**config.mk**
```make
export PLATFORM = sky130hd
export DESIGN_NAME = psep_div
export DESIGN_NICKNAME = d
export VERILOG_FILES = /design/src/design/psep_div.sv
export SDC_FILE = /design/constraint.sdc
export NUM_CORES = 1
export LEC_CHECK = 0
export BUFFER_PORTS_ARGS = -buffer_cell sky130_fd_sc_hd__buf_4
export CORE_MARGIN = 2
export CORE_UTILIZATION = 51
export DETAILED_ROUTE_END_ITERATION = 16
export GPL_TIMING_DRIVEN = 0
export PLACE_DENSITY = 0.77
export SYNTH_ARGS = -nofsm -noshare
export SYNTH_HDL_FRONTEND = slang
export SYNTH_SLANG_ARGS = --single-unit
```
**constraint.sdc**
```tcl
create_clock -name clk -period 2.85 [get_ports clk]
set_input_delay 0.285 -clock clk [delete_from_list [all_inputs] [get_ports clk]]
set_output_delay 0.285 -clock clk [all_outputs]
set_load 0.02 [all_outputs]
```
**src/design/psep_div.sv**
```systemverilog
module psep_div (
  input  logic        clk,
  input  logic        rst,
  input  logic        start,
  input  logic [63:0] dividend,
  input  logic [31:0] divisor,
  output logic        done,
  output logic [31:0] quot
);

  // The quotient is known to fit in 32 bits, so the upper dividend half
  // seeds the remainder and only 32 steps remain.
  logic        running;
  logic [4:0]  cnt;
  logic [31:0] rem;
  logic [31:0] low;
  logic [31:0] dv;
  logic [32:0] t;
  logic        take;

  assign t    = {rem, low[31]};
  assign take = t >= {1'b0, dv};

  always_ff @(posedge clk) begin
    if (rst) begin
      running <= 1'b0;
      done    <= 1'b0;
      cnt     <= '0;
    end else begin
      done <= 1'b0;
      if (start) begin
        running <= 1'b1;
        cnt     <= '0;
      end else if (running) begin
        cnt <= cnt + 5'd1;
        if (cnt == 5'd31) begin
          running <= 1'b0;
          done    <= 1'b1;
        end
      end
    end
  end

  always_ff @(posedge clk) begin
    if (start) begin
      rem  <= dividend[63:32];
      low  <= dividend[31:0];
      dv   <= divisor;
      quot <= '0;
    end else if (running) begin
      rem  <= take ? 32'(t - {1'b0, dv}) : t[31:0];
      low  <= {low[30:0], 1'b0};
      quot <= {quot[30:0], take};
    end
  end

endmodule
```
======== Word-level counts from Yosys, hierarchy flattened ========
Cells that the tools add are included.
storage, ports and cells
  input port bits ......................... 99
  output and inout bits ................... 33
  flip-flop bits (word level) ............. 135
cells by class
  multiplexer cells ....................... 9
  equality and inequality tests ........... 1
  bitwise operators ....................... 1
  order comparisons ....................... 1
  add/subtract/negate cells ............... 2
  reductions and logical operators ........ 3
operator list
  kind                   count
  $mux W32               5
  $ge A33 B32 Y1         1
  $sub A32 B32 Y32       1
  $add A5 B1 Y5 const B  1
  $eq A5 B5 Y1 const B   1
  $mux W1                4
  $reduce_or A3 Y1       1
  $reduce_bool A2 Y1     1
  $reduce_or A2 Y1       1
  $not A1 Y1             1

======== Longest topological paths before layout ========
  word-level depth ........................ 4
  mapped depth ............................ 12
  gate-level depth less buffers ........... 12

======== Worst setup path after synthesis ========
No wires, ideal clock.
  path type ............................... register -> register
  from .................................... register low[31]
  to ...................................... register rem[30], data pin
  arrival ................................. 2,429 ps
  slack ................................... 144 ps
  buffers on the path ..................... 0
  library setup time ...................... 276 ps
  stages on the path, launching flop included .. 13
  cells stage by stage .................... edfxtp_1 inv_1 ha_1 inv_1 fa_1 a21oi_1 o211ai_2 a211oi_2 o221a_4 o21ai_2 a221oi_2 xor2_1 o221ai_1
on the way
  word-level cells in the longest chain between the ends .. 4
  elaborated cells between the ends (all ways) .. 5
RTL lines
  element                                             RTL line  source
  from (decl)                                         16        logic [31:0] low;
  from (signal assigned)                              47        low <= dividend[31:0];
  from (signal assigned)                              52        low <= {low[30:0], 1'b0};
  $sub A32 B32 Y32 or $ge A33 B32 Y1 (tied branches)  51, 22
  $mux W32 (*)                                        51        rem <= take ? 32'(t - {1'b0, dv}) : t[31:0];
  $mux W32 (*)                                        50        end else if (running) begin
  $mux W32 (*)                                        45        if (start) begin
  to (signal assigned)                                46        rem <= dividend[63:32];
  to (signal assigned)                                51
  to (decl)                                           15        logic [31:0] rem;
Mark *: on every way between the ends. The rest lies on a longest branch, timed or not. The select of a mux whose other input is x is not followed.
A chain may end at the register's enable or synchronous reset.

======== Final worst setup path ========
Ends and elaborated chain as after synthesis.

==> impl_results.md <==
* Outcome: finished, final reports clean
* Synth Area in Compound Gates at 16.6%
* Largest delay share family, worst path: compound AO/OA/AOI/OAI gates
* Post-Syn Area at 0.00747 mm^2
* Max-slew violation count at 0
* Place WS at -0.430 ns
* Worst min-delay path category: in -> reg
* Worst EP arrival at 3.00 ns
* GRT Total Usage at 25.9%
* Die area at approximately 0.016 mm^2
* Via count at 6,173
* Most common cell after layout, fill and taps aside: buf_4
* Initial DRC Count at 401
* Filler cells at approximately 1,100
* Largest family of logic cells by synthesized area: compound AO/OA/AOI/OAI gates
* Total wire length at 20.6 mm
* Mapped Nets at 830
* Routed WL per cell at 19.3 um
* Final Hold Fails at 0
* Worst Path Buf+Inv at 2
* Synthesis Warnings at 0
* Worst skew pair latency at about 0.43 ns
* Logic gate share of total power at 37.1%
* # diodes at 0
* Clk_skew at 0.00997 ns
* M3 GR Usage at 8.69%
* Clock share of power at 29.8%
* Max_slew headroom at 38.4%
* Setup CP Type: reg -> reg
* Fraction of synthesized area in multiplexers at just over 9%
* CP Launch Type: register
* CP cell instances: inv_1, ha_2, inv_2, fa_2, a21oi_2, o211ai_2, a211oi_2, o221a_4, o21ai_4, a221oi_2, xor2_1, o221ai_1
* Global routing usage on met2 at a little over two fifths
* Row count at 44
* Crit. End Element: register
* Routability Congestion at 0.926
* Worst path required time at 3.01 ns
* Port-buffer cells at 131
* Global-route wire length before repair at roughly 32 mm
* Adder-cell area share of the yosys netlist at 5.96%
* Leak pwr at 4.04 nW
* Simple-gate share of the synthesized area at 11.1%
* Critical Path Fanout Max at 2
* Layout cells sized above 1 at between 30% and 40%
* DR DRC count at 0
* Max-Cap Viols at 0
* GRT busiest layer: met2
* Initial Utilization at 51.8%
* Initial antenna violation count at 0
* Sw Share at roughly 36%
* Crit path time final at 2.83 ns
* Ports at roughly 130
* CTS tree: built
* Post-route ant nets at 0
* Post-synth ARST share at 0%
* Final period util at a little under 100%
* Worst slew pin tran at about 0.9 ns
* PD cells at 788 mW/mm^2
* RSZ-0062 raised after global routing: true
* Synth Flop Type: edfxtp_1
* TritonCTS Sinks at roughly 140
* Die Span X at 125 um
* First drt pass iteration count at 8
* FF+latch count, synth at 135
* GRT overflow at 0
* Post-synthesis cell type count at 68
* CTS root buffer: clkbuf_16
* Register area at 0.00366 mm^2
* Number of global-route vias before repair at between 6,000 and 7,000
* Dpl hpwl at between 10 and 15 mm
* Multi-input logic area at 0.00365 mm^2
* EDFF count, synth at 96
* FMAX at 353 MHz
* Worst vdd ir at 0.623 mV
* Met1 usage at 31.7%
* Clock Tree Buf Depth at 2
* H-tree lvl count at 4
* Sequential-to-total area share from yosys stat at 49.1%
* Clk slew on worst S/H paths at about 0.070 ns
* Setup slack after layout at 0.0153 ns
* Inserted Clock Buffers at 17
* Area Overhead vs Synth at 29.5%
* Internal Pwr Total at 0.00489 W
* Net Sw Power at 0.00273 W
* Count of final setup violators at 0
* Die outline height at 125 um
* Worst path slowest cell: edfxtp_1
* Largest net degree at the start of global routing at 65
* Mapped Cells at 696
* Syn_area_per_cell at between 10 and 15 um^2
* Biggest cell delay along the critical path at 0.39 ns
* Vias/cell at 5.79
* Core Area at approximately 0.014 mm^2
* R2R setup slack at around 0.015 ns
* Post-layout util at between 60% and 70%
* Synth Area in XOR/XNOR at 3.52%
* Nets at roughly 1,000
* Sequential power share at 33.1%
* Most frequent cells in the layout: 156 x buf_4, 96 x edfxtp_1, 73 x nor2_1, 42 x inv_1, 42 x nand2_1
through the flow:
step / cells / instance area [um^2] / TNS [ns] / total power (W) / hold WS [ns]
5_1_grt: 1066 / 9670 / -0.584 / 0.00797 / 0.0119
3_3_place_gp: 1011 / 8680 / -50.88 / 0.00496 / 0.452
4_1_cts: 1054 / 9420 / 0 / 0.00740 / 0.0144
2_1_floorplan: 696 / 7470 / 0 / 0.00436 / 0.354
3_5_place_dp: 1011 / 8680 / -29.00 / 0.00502 / 0.455
6_report: 1066 / 9670 / 0 / 0.00763 / 0.0262
layer usage:
| metal | vias up | routed length, um | share of wire, % |
|---|---|---|---|
| met4 | 0 | 492 | 2.4 |
| met2 | 249 | 9980 | 48 |
| met3 | 40 | 1800 | 8.7 |
| li1 | 2902 | - | - |
| met5 | - | 0 | 0 |
| met1 | 2982 | 8330 | 40 |
state kept, by name, indices dropped and copies added (netlist names):
signal and count:
dv 32, low 32, running 1, quot 32, cnt 5, done 1, rem 32
Yosys cell counts, drive strengths merged (5+ instances only):
| library cell | instances | area, um^2 |
|---|---|---|
| nand2 | 42 | 158 |
| o21a | 5 | 37.5 |
| a21oi | 43 | 241 |
| mux2 | 31 | 349 |
| xnor2 | 21 | 184 |
| a211oi | 6 | 55.1 |
| buf | 15 | 85.1 |
| nor3 | 6 | 35.0 |
| nor2 | 76 | 285 |
| and2 | 5 | 31.3 |
| ha | 34 | 425 |
| a31oi | 20 | 125 |
| o21ai | 33 | 180 |
| xor2 | 9 | 78.8 |
| edfxtp | 96 | 2880 |
| a21o | 13 | 106 |
| nand4 | 15 | 93.8 |
| inv | 43 | 161 |
| clkbuf | 24 | 92.6 |
| nand3 | 20 | 105 |
| dfxtp | 39 | 781 |
| mux2i | 34 | 340 |
| o211ai | 8 | 75.1 |
| o31ai | 6 | 73.8 |
power groups by stage:
stage	clock network, W	logic [W]	registers, W
finish	0.00227	0.00283	0.00252
global route	0.00237	0.00305	0.00255
CTS	0.00229	0.00259	0.00251
detailed placement	0	0.00248	0.00254
global placement	0	0.00242	0.00254
floorplan	0	0.00185	0.00251
logic make-up after synthesis:
group                      count (synthesis)
xor gates and xnor gates                  30
DFF                                      135
muxes                                     65
and+or+nand+nor                          182
adders and majority gates                 35
AOI/OAI and AO/OA                        167
buffers and inverters                     82
worst paths after layout:
check | startpoint | to | depth (start not counted)
min reg2reg | quot[0]$_SDFFE_PP0P_ | quot[0]$_SDFFE_PP0P_ | 2
max reg2reg | low[31]$_DFFE_PP_ | rem[30]$_DFFE_PP_ | 12
max | low[31]$_DFFE_PP_ | rem[30]$_DFFE_PP_ | 12
min | divisor[0] | dv[0]$_DFFE_PP_ | 1
what timing repair did:
action                                 4_1_cts  5_1_grt
hold buffers                                 1        0
pin swaps                                   13       30
setup endpoints to repair                   20       95
buffers inserted                            10       12
gates resized for setup                     11       41
endpoints found under the hold margin        1        0
final cells by class:
cell class,count,share of cell area [%]
Clock inverter,13,1.38
Inverter,43,1.67
Clock buffer,19,4.92
Timing Repair Buffer,154,12.0
Tap cell,184,2.38
Sequential cell,135,37.9
Buffer,39,2.08
Multi-Input combinational cell,479,37.7
Power figures use the tool's default switching activity.
