--- src/design/psep_sqrt.sv ---
module psep_sqrt (
  input  logic        clk,
  input  logic        rst,
  input  logic        start,
  input  logic [63:0] operand,
  output logic        done,
  output logic [31:0] root
);

  logic        running;
  logic [4:0]  cnt;
  logic [63:0] op;
  logic [33:0] rem;
  logic [35:0] trial_in;
  logic [35:0] trial;
  logic        take;

  // One result bit per cycle, two operand bits brought down each step.
  assign trial_in = {rem, op[63:62]};
  assign trial    = {2'b00, root, 2'b01};
  assign take     = trial_in >= trial;

  always_ff @(posedge clk) begin
    if (rst) begin
      running <= 1'b0;
      done    <= 1'b0;
      cnt     <= '0;
    end else begin
      done <= 1'b0;
      if (start) begin
        running <= 1'b1;
        cnt     <= '0;
      end else if (running) begin
        cnt <= cnt + 5'd1;
        if (cnt == 5'd31) begin
          running <= 1'b0;
          done    <= 1'b1;
        end
      end
    end
  end

  always_ff @(posedge clk) begin
    if (start) begin
      op   <= operand;
      rem  <= '0;
      root <= '0;
    end else if (running) begin
      op   <= {op[61:0], 2'b00};
      rem  <= take ? 34'(trial_in - trial) : trial_in[33:0];
      root <= {root[30:0], take};
    end
  end

endmodule

--- config.mk ---
export PLATFORM = sky130hd
export DESIGN_NAME = psep_sqrt
export DESIGN_NICKNAME = d
export VERILOG_FILES = /design/src/design/psep_sqrt.sv
export SDC_FILE = /design/constraint.sdc
export NUM_CORES = 1
export LEC_CHECK = 0
export BUFFER_PORTS_ARGS = -buffer_cell sky130_fd_sc_hd__buf_2
export CAP_MARGIN = 10
export CORE_MARGIN = 4
export CORE_UTILIZATION = 40
export CTS_BUF_LIST = sky130_fd_sc_hd__clkbuf_8
export DETAILED_ROUTE_END_ITERATION = 7
export PLACE_DENSITY = 0.63
export SYNTH_ARGS = -nofsm -noshare
export SYNTH_HDL_FRONTEND = slang
export SYNTH_SLANG_ARGS = --single-unit
--- constraint.sdc ---
create_clock -name clk -period 2.94 [get_ports clk]
set_input_delay 0.147 -clock clk [delete_from_list [all_inputs] [get_ports clk]]
set_output_delay 0.147 -clock clk [all_outputs]
set_load 0.02 [all_outputs]
After elaboration in Yosys (flattened, before gate mapping)

Index checks and enable logic that the tools add are counted.

Bits in registers: 137
Input bits: 67
Output and inout port bits: 33
Word-level logic and storage cells: 21

$add $sub $neg: 2
$lt $le $gt $ge: 1
Equal/unequal tests: 1
Mux-type cells: 7
Bitwise logic cells: 1
Reductions and logical operators: 3

Operators with widths:

| cell                | number |
|---|---|
| $mux 64             | 2 |
| $ge 36x34->1        | 1 |
| $mux 34             | 1 |
| $sub 34x34->34      | 1 |
| $add 5x1->5 const B | 1 |
| $eq 5x5->1 const B  | 1 |
| $mux 1              | 4 |
| $reduce_or 3->1     | 1 |
| $reduce_bool 2->1   | 1 |
| $reduce_or 2->1     | 1 |
| $not 1->1           | 1 |

Longest topological paths before layout

Gate-level depths: netlist of the first run.

Word-level depth: 4
Mapped depth: 15
Depth with buffers taken out: 11

Worst setup path after synthesis of the first run

Ideal clock, no wire load.

Path kind: register to register
Start point: register root[7]
End point: register rem[10]
Setup time: 0.137 ns
Arrival: 2.815 ns
Data required time: 2.803 ns
Slack: -0.013 ns
Stages on the path, launching flop included: 14
Path buffers: 2
Clock period less this slack: 2.953 ns
Cell sequence: dfxtp_1 -> inv_1 -> ha_1 -> a21o_1 -> a21o_1 -> a21o_1 -> a311oi_4 -> o221ai_2 -> o21ai_4 -> and2_4 -> buf_12 -> buf_12 -> mux2i_1 -> a211oi_1

Longest elaborated chain between the ends: 2
Elaborated cells between the ends (all ways): 3
Those cells by class: add/sub (1); order compare (1); mux (1)

RTL lines:

| item                                                  | line   | source |
|---|---|---|
| from (decl)                                           | 7      | `output logic [31:0] root` |
| from (signal assigned)                                | 51     | `root <= {root[30:0], take};` |
| $sub 34x34->34 / $ge 36x34->1 (equally long branches) | 50, 21 |  |
| $mux 34 *                                             | 50     | `rem <= take ? 34'(trial_in - trial) : trial_in[33:0];` |
| to (signal assigned)                                  | 50     |  |
| to (decl)                                             | 13     | `logic [33:0] rem;` |

Mark *: on every way between the ends. The rest lies on a longest branch, timed or not.
A chain may end at the register's enable or synchronous reset.

Worst setup path in the final report of the first run

Start point: register root[2]
End point: register rem[22]

Same word-level chain as after synthesis.

==> impl_metrics.yaml, run 1 <==
yosys:
  syn_nets: 824
  synth_enable_flop_cells: 64
  synth_seq_cells: 137
  sequential_to_total_area_share_from_yosys_stat: 0.4500
  synth.lib_cells_used.distinct: 57
  ys_dominant_reg_cell: "dfxtp_1"
  postSynthCellCount: 721
  syn_area_per_cell_sq_um: 10.43
  async_flop_share: 0
  ys_warnings: 0
  netlist_area_sq_um: 7518
floorplanning:
  die_y_microns: 145.1
  num_rows: 49
  num_io_pins: 100
  die_area_sq_um: 21050
  starting_density: 0.4129
  core_sq_um: 18210
  floorplan.die.width_microns: 145.1
global_route:
  grt_use_met2: 0.2899
  grt_max_degree: 70
  globalRouteTotalUtil: 0.1687
  met3_usage: 0.03960
  antenna_found_initial: 0
  grtUsageMet1: 0.2157
  grt_pass1_wl_microns: 29750
  grt_pass1_vias: 6108
  grt_overflow_total: 0
  grt_most_used_layer: "met2"
route:
  initialDrtViolationCount: 266
  wire_length_per_cell_microns: 15.10
  vias_per_cell: 5.183
  finalWirelength_microns: 17850
  detail-route-antenna-nets: 0
  final_routed_drc_violation_total: 0
  routed-via-count: 6126
  dr.pass1.iters: 4
timing:
  worst_clock_skew_ns: 0.01342
  final_min_period_over_clock_period: 0.9680
  finalSetupTns_ns: 0
  worst_hold_slack_ns: 0.05837
  achievable-frequency_mhz: 351.4
  timing.max_slew.rel_slack: 0.4502
  min_period_ns: 2.846
  maxSlewViolCount: 0
  finalSetupViolations: 0
  hold_viol_final: 0
  worst-slew-pin-transition_ns: 0.8247
placement:
  dp_hpwl_microns: 11560
  gp_congestion: 0.8404
  placement.io_buffers: 99
power_and_ir_drop:
  p_total_mw: 9.157
  power-per-cell-area_nw_per_um2: 923.9
  power.combinational.fraction: 0.559
  sw_frac_of_total: 0.3914
  total_leakage_power_nw: 4.163
  share_seq_of_total_power: 0.264
  pwr-share-clk: 0.177
  vdd_ir_drop_max_mv: 0.4932
  p_int_mw: 5.573
  netSwitchingPower_mw: 3.584
clock_tree:
  clock-sinks: 137
  tritoncts.num_buffers: 17
  clock_tree.buffer_depth: 2
  cts_tree: "done"
  cts-root-buf: "clkbuf_8"
  cts.reportedPaths.clkPinSlew_ns: 0.09
  insertion_delay_ns: 0.45
  clock_tree.htree_level_count: 4
worst_setup_path:
  critPathKind: "reg2reg"
  crit_fanout: 4
  worst_ep_arrival_time_ns: 3.20
  worstSetupEndpointType: "register"
  nature_of_the_critical_path_startpoint: "register"
  timing.critical_path.required_ns: 3.30
finish:
  layout.nets: 1043
  layout_common_cells: "buf_2 (98), buf_4 (75), nor2_1 (70), dfxtp_1 (70), dlygate4sd3_1 (65)"
  final_core_utilization: 0.5443
  area_growth_syn_to_layout_pct: 31.82
  layout-drive-gt1-share: 0.3200
  layout.cells.most_common: "buf_2"
  antenna-diode-count: 0
  num-fill-cells: 1609
job:
  max_cap_viol_count: 0
outcome:
  status: "completed"
min_path:
  class_of_the_most_critical_hold_timing_path: "in2reg"
[state kept, by name (all words and copies together) (netlist names)]
signal   cells
op          64
cnt          5
running      1
done         1
root        32
rem         34
[cell families after synthesis]
kind of cell	synth area share
buffers and inverters	0.04943
adders and majority gates	0.05991
DFF	0.4500
muxes	0.1623
and+or+nand+nor	0.1010
xor gates and xnor gates	0.03378
AOI/OAI and AO/OA	0.1436
[power groups by stage]
stage               combinational (mW)  clock (mW)  sequential (mW)
floorplan                         3.41           0             2.41
global placement                  4.62           0             2.44
detailed placement                4.63           0             2.45
CTS                               4.82        1.67             2.41
global route                      5.65        1.73             2.44
finish                            5.12        1.62             2.41
[worst max-delay path: stages, from the launching register on]
cell      delay (ns)
dfxtp_2         0.33
inv_1           0.05
ha_1            0.29
buf_4           0.14
a21oi_1         0.09
o21ai_2         0.25
a311oi_4        0.17
buf_4           0.18
o21bai_4        0.15
nand2_1         0.09
and4_1          0.19
or4_1           0.53
a311oi_2        0.30
[metal layers]
layer / up-vias / routed length, microns
met4: 0 / 129
met1: 2901 / 7935
met2: 133 / 8937
met3: 10 / 845
met5: - / 0
li1: 3082 / -
[timing repair]
item / CTS / global route
setup buffers: 2 / 2
endpoints found under the hold margin: 71 / 0
pin swaps: 1 / 10
gates resized for setup: 5 / 29
cloned: 0 / 1
endpoints found under the setup margin: 21 / 30
hold buffers: 65 / 0
[synth_stat cells, types with 3 or more instances]
cell,n,share of area
xor2_1,10,0.012
a22oi_1,3,0.0030
and3_1,7,0.0058
o21bai_1,4,0.0040
a32oi_1,4,0.0047
buf_2,6,0.0040
nand2_1,28,0.014
a211oi_1,26,0.026
buf_1,6,0.0030
edfxtp_1,64,0.26
o21ai_0,27,0.018
xnor2_1,19,0.022
nor3_1,13,0.0087
nand3_1,13,0.0087
nor2b_1,4,0.0033
dfxtp_1,73,0.19
nand4_1,8,0.0067
mux2_2,63,0.094
a21o_1,23,0.023
a311oi_1,3,0.0035
o2111ai_1,3,0.0035
clkbuf_1,25,0.012
nor2_1,71,0.035
mux2i_1,51,0.068
ha_1,36,0.060
a21oi_1,39,0.026
inv_1,44,0.022
and2_1,3,0.0025
a31oi_1,4,0.0033
nand2b_1,5,0.0042
and4_1,3,0.0035
[final timing paths]
check        depth (start not counted)  slack (ns)            startpoint                   end
max                                 12        0.09  root[2]$_SDFFE_PP0P_  rem[22]$_SDFFE_PP0P_
min                                  2        0.06                 start      op[23]$_DFFE_PP_
max reg2reg                         12        0.09  root[2]$_SDFFE_PP0P_  rem[22]$_SDFFE_PP0P_
min reg2reg                          2        0.51   rem[4]$_SDFFE_PP0P_   rem[4]$_SDFFE_PP0P_
[final cells by class]
class / instances / area, sq um / area share
multi-input cells: 500 / 3916 / 0.3952
flip-flops and latches: 137 / 3390 / 0.3420
repair buffers: 240 / 1744 / 0.1760
well taps: 229 / 286.5 / 0.02891
clock buffers: 17 / 234.0 / 0.02361
clock inverters: 15 / 175.2 / 0.01767
inverters: 44 / 165.2 / 0.01666
[metrics by stage]
stage / instances / cell area (sq um) / worst slack, ns
finish: 1182 / 9911 / 0.09402
global route: 1182 / 9911 / -0.03969
CTS: 1179 / 9768 / 0.01220
detailed placement: 1080 / 8667 / -0.06196
global placement: 1080 / 8667 / -0.01912
floorplan: 721 / 7520 / 0.0008888
No activity file was read; power rests on OpenSTA's default activity.
==> inputs of run 2 (changes only) <==
Settings changed: MAX_ROUTING_LAYER from default to met4.
==> impl_metrics.yaml, run 2 (synthesized netlist as in run 1, its figures left out) <==
worst_setup_path:
  crit_fanout: 4
  r2r_start: "root[2]$_SDFFE_PP0P_"
  nature_of_the_critical_path_startpoint: "register"
  ff2ff_setup_slack_ns: 0.09
  critical_path.reg2reg.endpoint: "rem[22]$_SDFFE_PP0P_"
  worst_ep_arrival_time_ns: 3.21
  worstSetupEndpointType: "register"
  worst_r2r_path_depth: 12
  critPathKind: "reg2reg"
  timing.critical_path.required_ns: 3.30
floorplanning:
  num_rows: 49
  starting_density: 0.4129
  die_y_microns: 145.1
  floorplan.die.width_microns: 145.1
  core_sq_um: 18210
  die_area_sq_um: 21050
  num_io_pins: 100
finish:
  final-instance-count-excl-fill: 1182
  largest_register_ff_count: 64
  area_growth_syn_to_layout_pct: 31.82
  registers.top_by_ff_count: "op"
  layout-drive-gt1-share: 0.3200
  layout_common_cells: "buf_2 (98), buf_4 (75), nor2_1 (70), dfxtp_1 (70), dlygate4sd3_1 (65)"
  layout.cells.most_common: "buf_2"
  antenna-diode-count: 0
  largest_registers: "op: 64 flops, rem: 34 flops, root: 32 flops"
  layout.nets: 1043
  num-fill-cells: 1609
global_route:
  globalRouteTotalUtil: 0.1737
  grt_pass1_vias: 6102
  grt_max_degree: 70
  antenna_found_initial: 0
  grt_pass1_wl_microns: 29760
  grt_overflow_total: 0
route:
  vias_per_cell: 5.175
  finalWirelength_microns: 17880
  wire_length_per_cell_microns: 15.12
  final_routed_drc_violation_total: 0
  routed-via-count: 6117
  initialDrtViolationCount: 271
  dr.pass1.iters: 4
  detail-route-antenna-nets: 0
power_and_ir_drop:
  pwr-share-clk: 0.177
  vdd_ir_drop_max_mv: 0.4939
  total_leakage_power_nw: 4.163
  share_seq_of_total_power: 0.264
  power-per-cell-area_nw_per_um2: 923.8
  sw_frac_of_total: 0.3914
  p_int_mw: 5.573
  netSwitchingPower_mw: 3.583
  p_total_mw: 9.156
  power.combinational.fraction: 0.559
clock_tree:
  clock-sinks: 137
  insertion_delay_ns: 0.45
  cts_tree: "done"
  cts.reportedPaths.clkPinSlew_ns: 0.09
  tritoncts.num_buffers: 17
  clock_tree.htree_level_count: 4
  clock_tree.buffer_depth: 2
  cts-root-buf: "clkbuf_8"
placement:
  place.detailed.instances: 1080
  placement.io_buffers: 99
  dp_hpwl_microns: 11560
  placement.setup.worst_slack_ns: -0.06196
  gp_congestion: 0.8534
job:
  max_cap_viol_count: 0
min_path:
  class_of_the_most_critical_hold_timing_path: "in2reg"
  worstHoldPathCells: 2
  min_from: "start"
  holdPathEnd: "op[23]$_DFFE_PP_"
timing:
  postLayoutSetupSlackWorst_ns: 0.08983
  worst_clock_skew_ns: 0.01309
  maxSlewViolCount: 0
  min_period_ns: 2.850
  finalSetupViolations: 0
  hold_viol_final: 0
  worst-slew-pin-transition_ns: 0.8150
  timing.max_slew.rel_slack: 0.4567
  final_min_period_over_clock_period: 0.9694
  finalSetupTns_ns: 0
  achievable-frequency_mhz: 350.9
  worst_hold_slack_ns: 0.05697
outcome:
  status: "completed"
run 2: area by class of cell:
class | instances | area (sq um) | area share
Sequential cell | 137 | 3390 | 0.3420
Timing Repair Buffer | 240 | 1744 | 0.1760
Clock buffer | 17 | 234.0 | 0.02361
Inverter | 44 | 165.2 | 0.01666
Clock inverter | 15 | 175.2 | 0.01767
Multi-Input combinational cell | 500 | 3916 | 0.3952
Tap cell | 229 | 286.5 | 0.02891
run 2: how the worst max path moves through the flow:
stage          slack [ns]            startpoint  cells after the start                   end
2_1_floorplan      0.0009  root[5]$_SDFFE_PP0P_                     13  rem[10]$_SDFFE_PP0P_
3_3_place_gp        -0.02  root[0]$_SDFFE_PP0P_                     12  rem[27]$_SDFFE_PP0P_
3_5_place_dp        -0.06  root[5]$_SDFFE_PP0P_                     12  rem[18]$_SDFFE_PP0P_
4_1_cts              0.01  root[1]$_SDFFE_PP0P_                     11  rem[29]$_SDFFE_PP0P_
5_1_grt             -0.05  root[2]$_SDFFE_PP0P_                     12  rem[22]$_SDFFE_PP0P_
6_report             0.09  root[2]$_SDFFE_PP0P_                     12  rem[22]$_SDFFE_PP0P_
run 2: per-stage QoR:
step           utilization  instance area (sq um)
4_1_cts             0.5365                   9768
3_5_place_dp        0.4760                   8667
6_report            0.5443                   9911
2_1_floorplan            -                   7520
5_1_grt             0.5443                   9911
3_3_place_gp        0.4760                   8667
run 2: worst max-delay path, stage by stage, from the launching register on:
cell      delay, ns
dfxtp_2        0.33
inv_1          0.05
ha_1           0.29
buf_4          0.14
a21oi_1        0.09
o21ai_2        0.25
a311oi_4       0.17
buf_4          0.18
o21bai_4       0.15
nand2_1        0.09
and4_1         0.19
or4_1          0.53
a311oi_2       0.30
run 2: routing by layer:
| metal | vias to the layer above | routed length [microns] | GRT usage |
|---|---|---|---|
| met3 | 11 | 723 | 0.03555 |
| met4 | 0 | 154 | 0.04179 |
| met5 | - | 0 | - |
| li1 | 3081 | - | - |
| met2 | 124 | 8974 | 0.2904 |
| met1 | 2901 | 8023 | 0.2179 |
run 2: power by group through the flow:
stage | sequential [mW] | clock, mW | combinational [mW]
2_1_floorplan | 2.41 | 0 | 3.41
3_3_place_gp | 2.44 | 0 | 4.62
3_5_place_dp | 2.45 | 0 | 4.63
4_1_cts | 2.41 | 1.67 | 4.82
5_1_grt | 2.44 | 1.74 | 5.65
6_report | 2.42 | 1.62 | 5.12
run 2: repair_timing:
| action | 4_1_cts | 5_1_grt |
|---|---|---|
| pin swaps | 1 | 10 |
| gates resized for setup | 5 | 29 |
| gates cloned | 0 | 1 |
| hold endpoints to repair | 71 | 0 |
| buffers inserted | 2 | 2 |
| setup endpoints to repair | 21 | 30 |
| hold buffers | 65 | 0 |
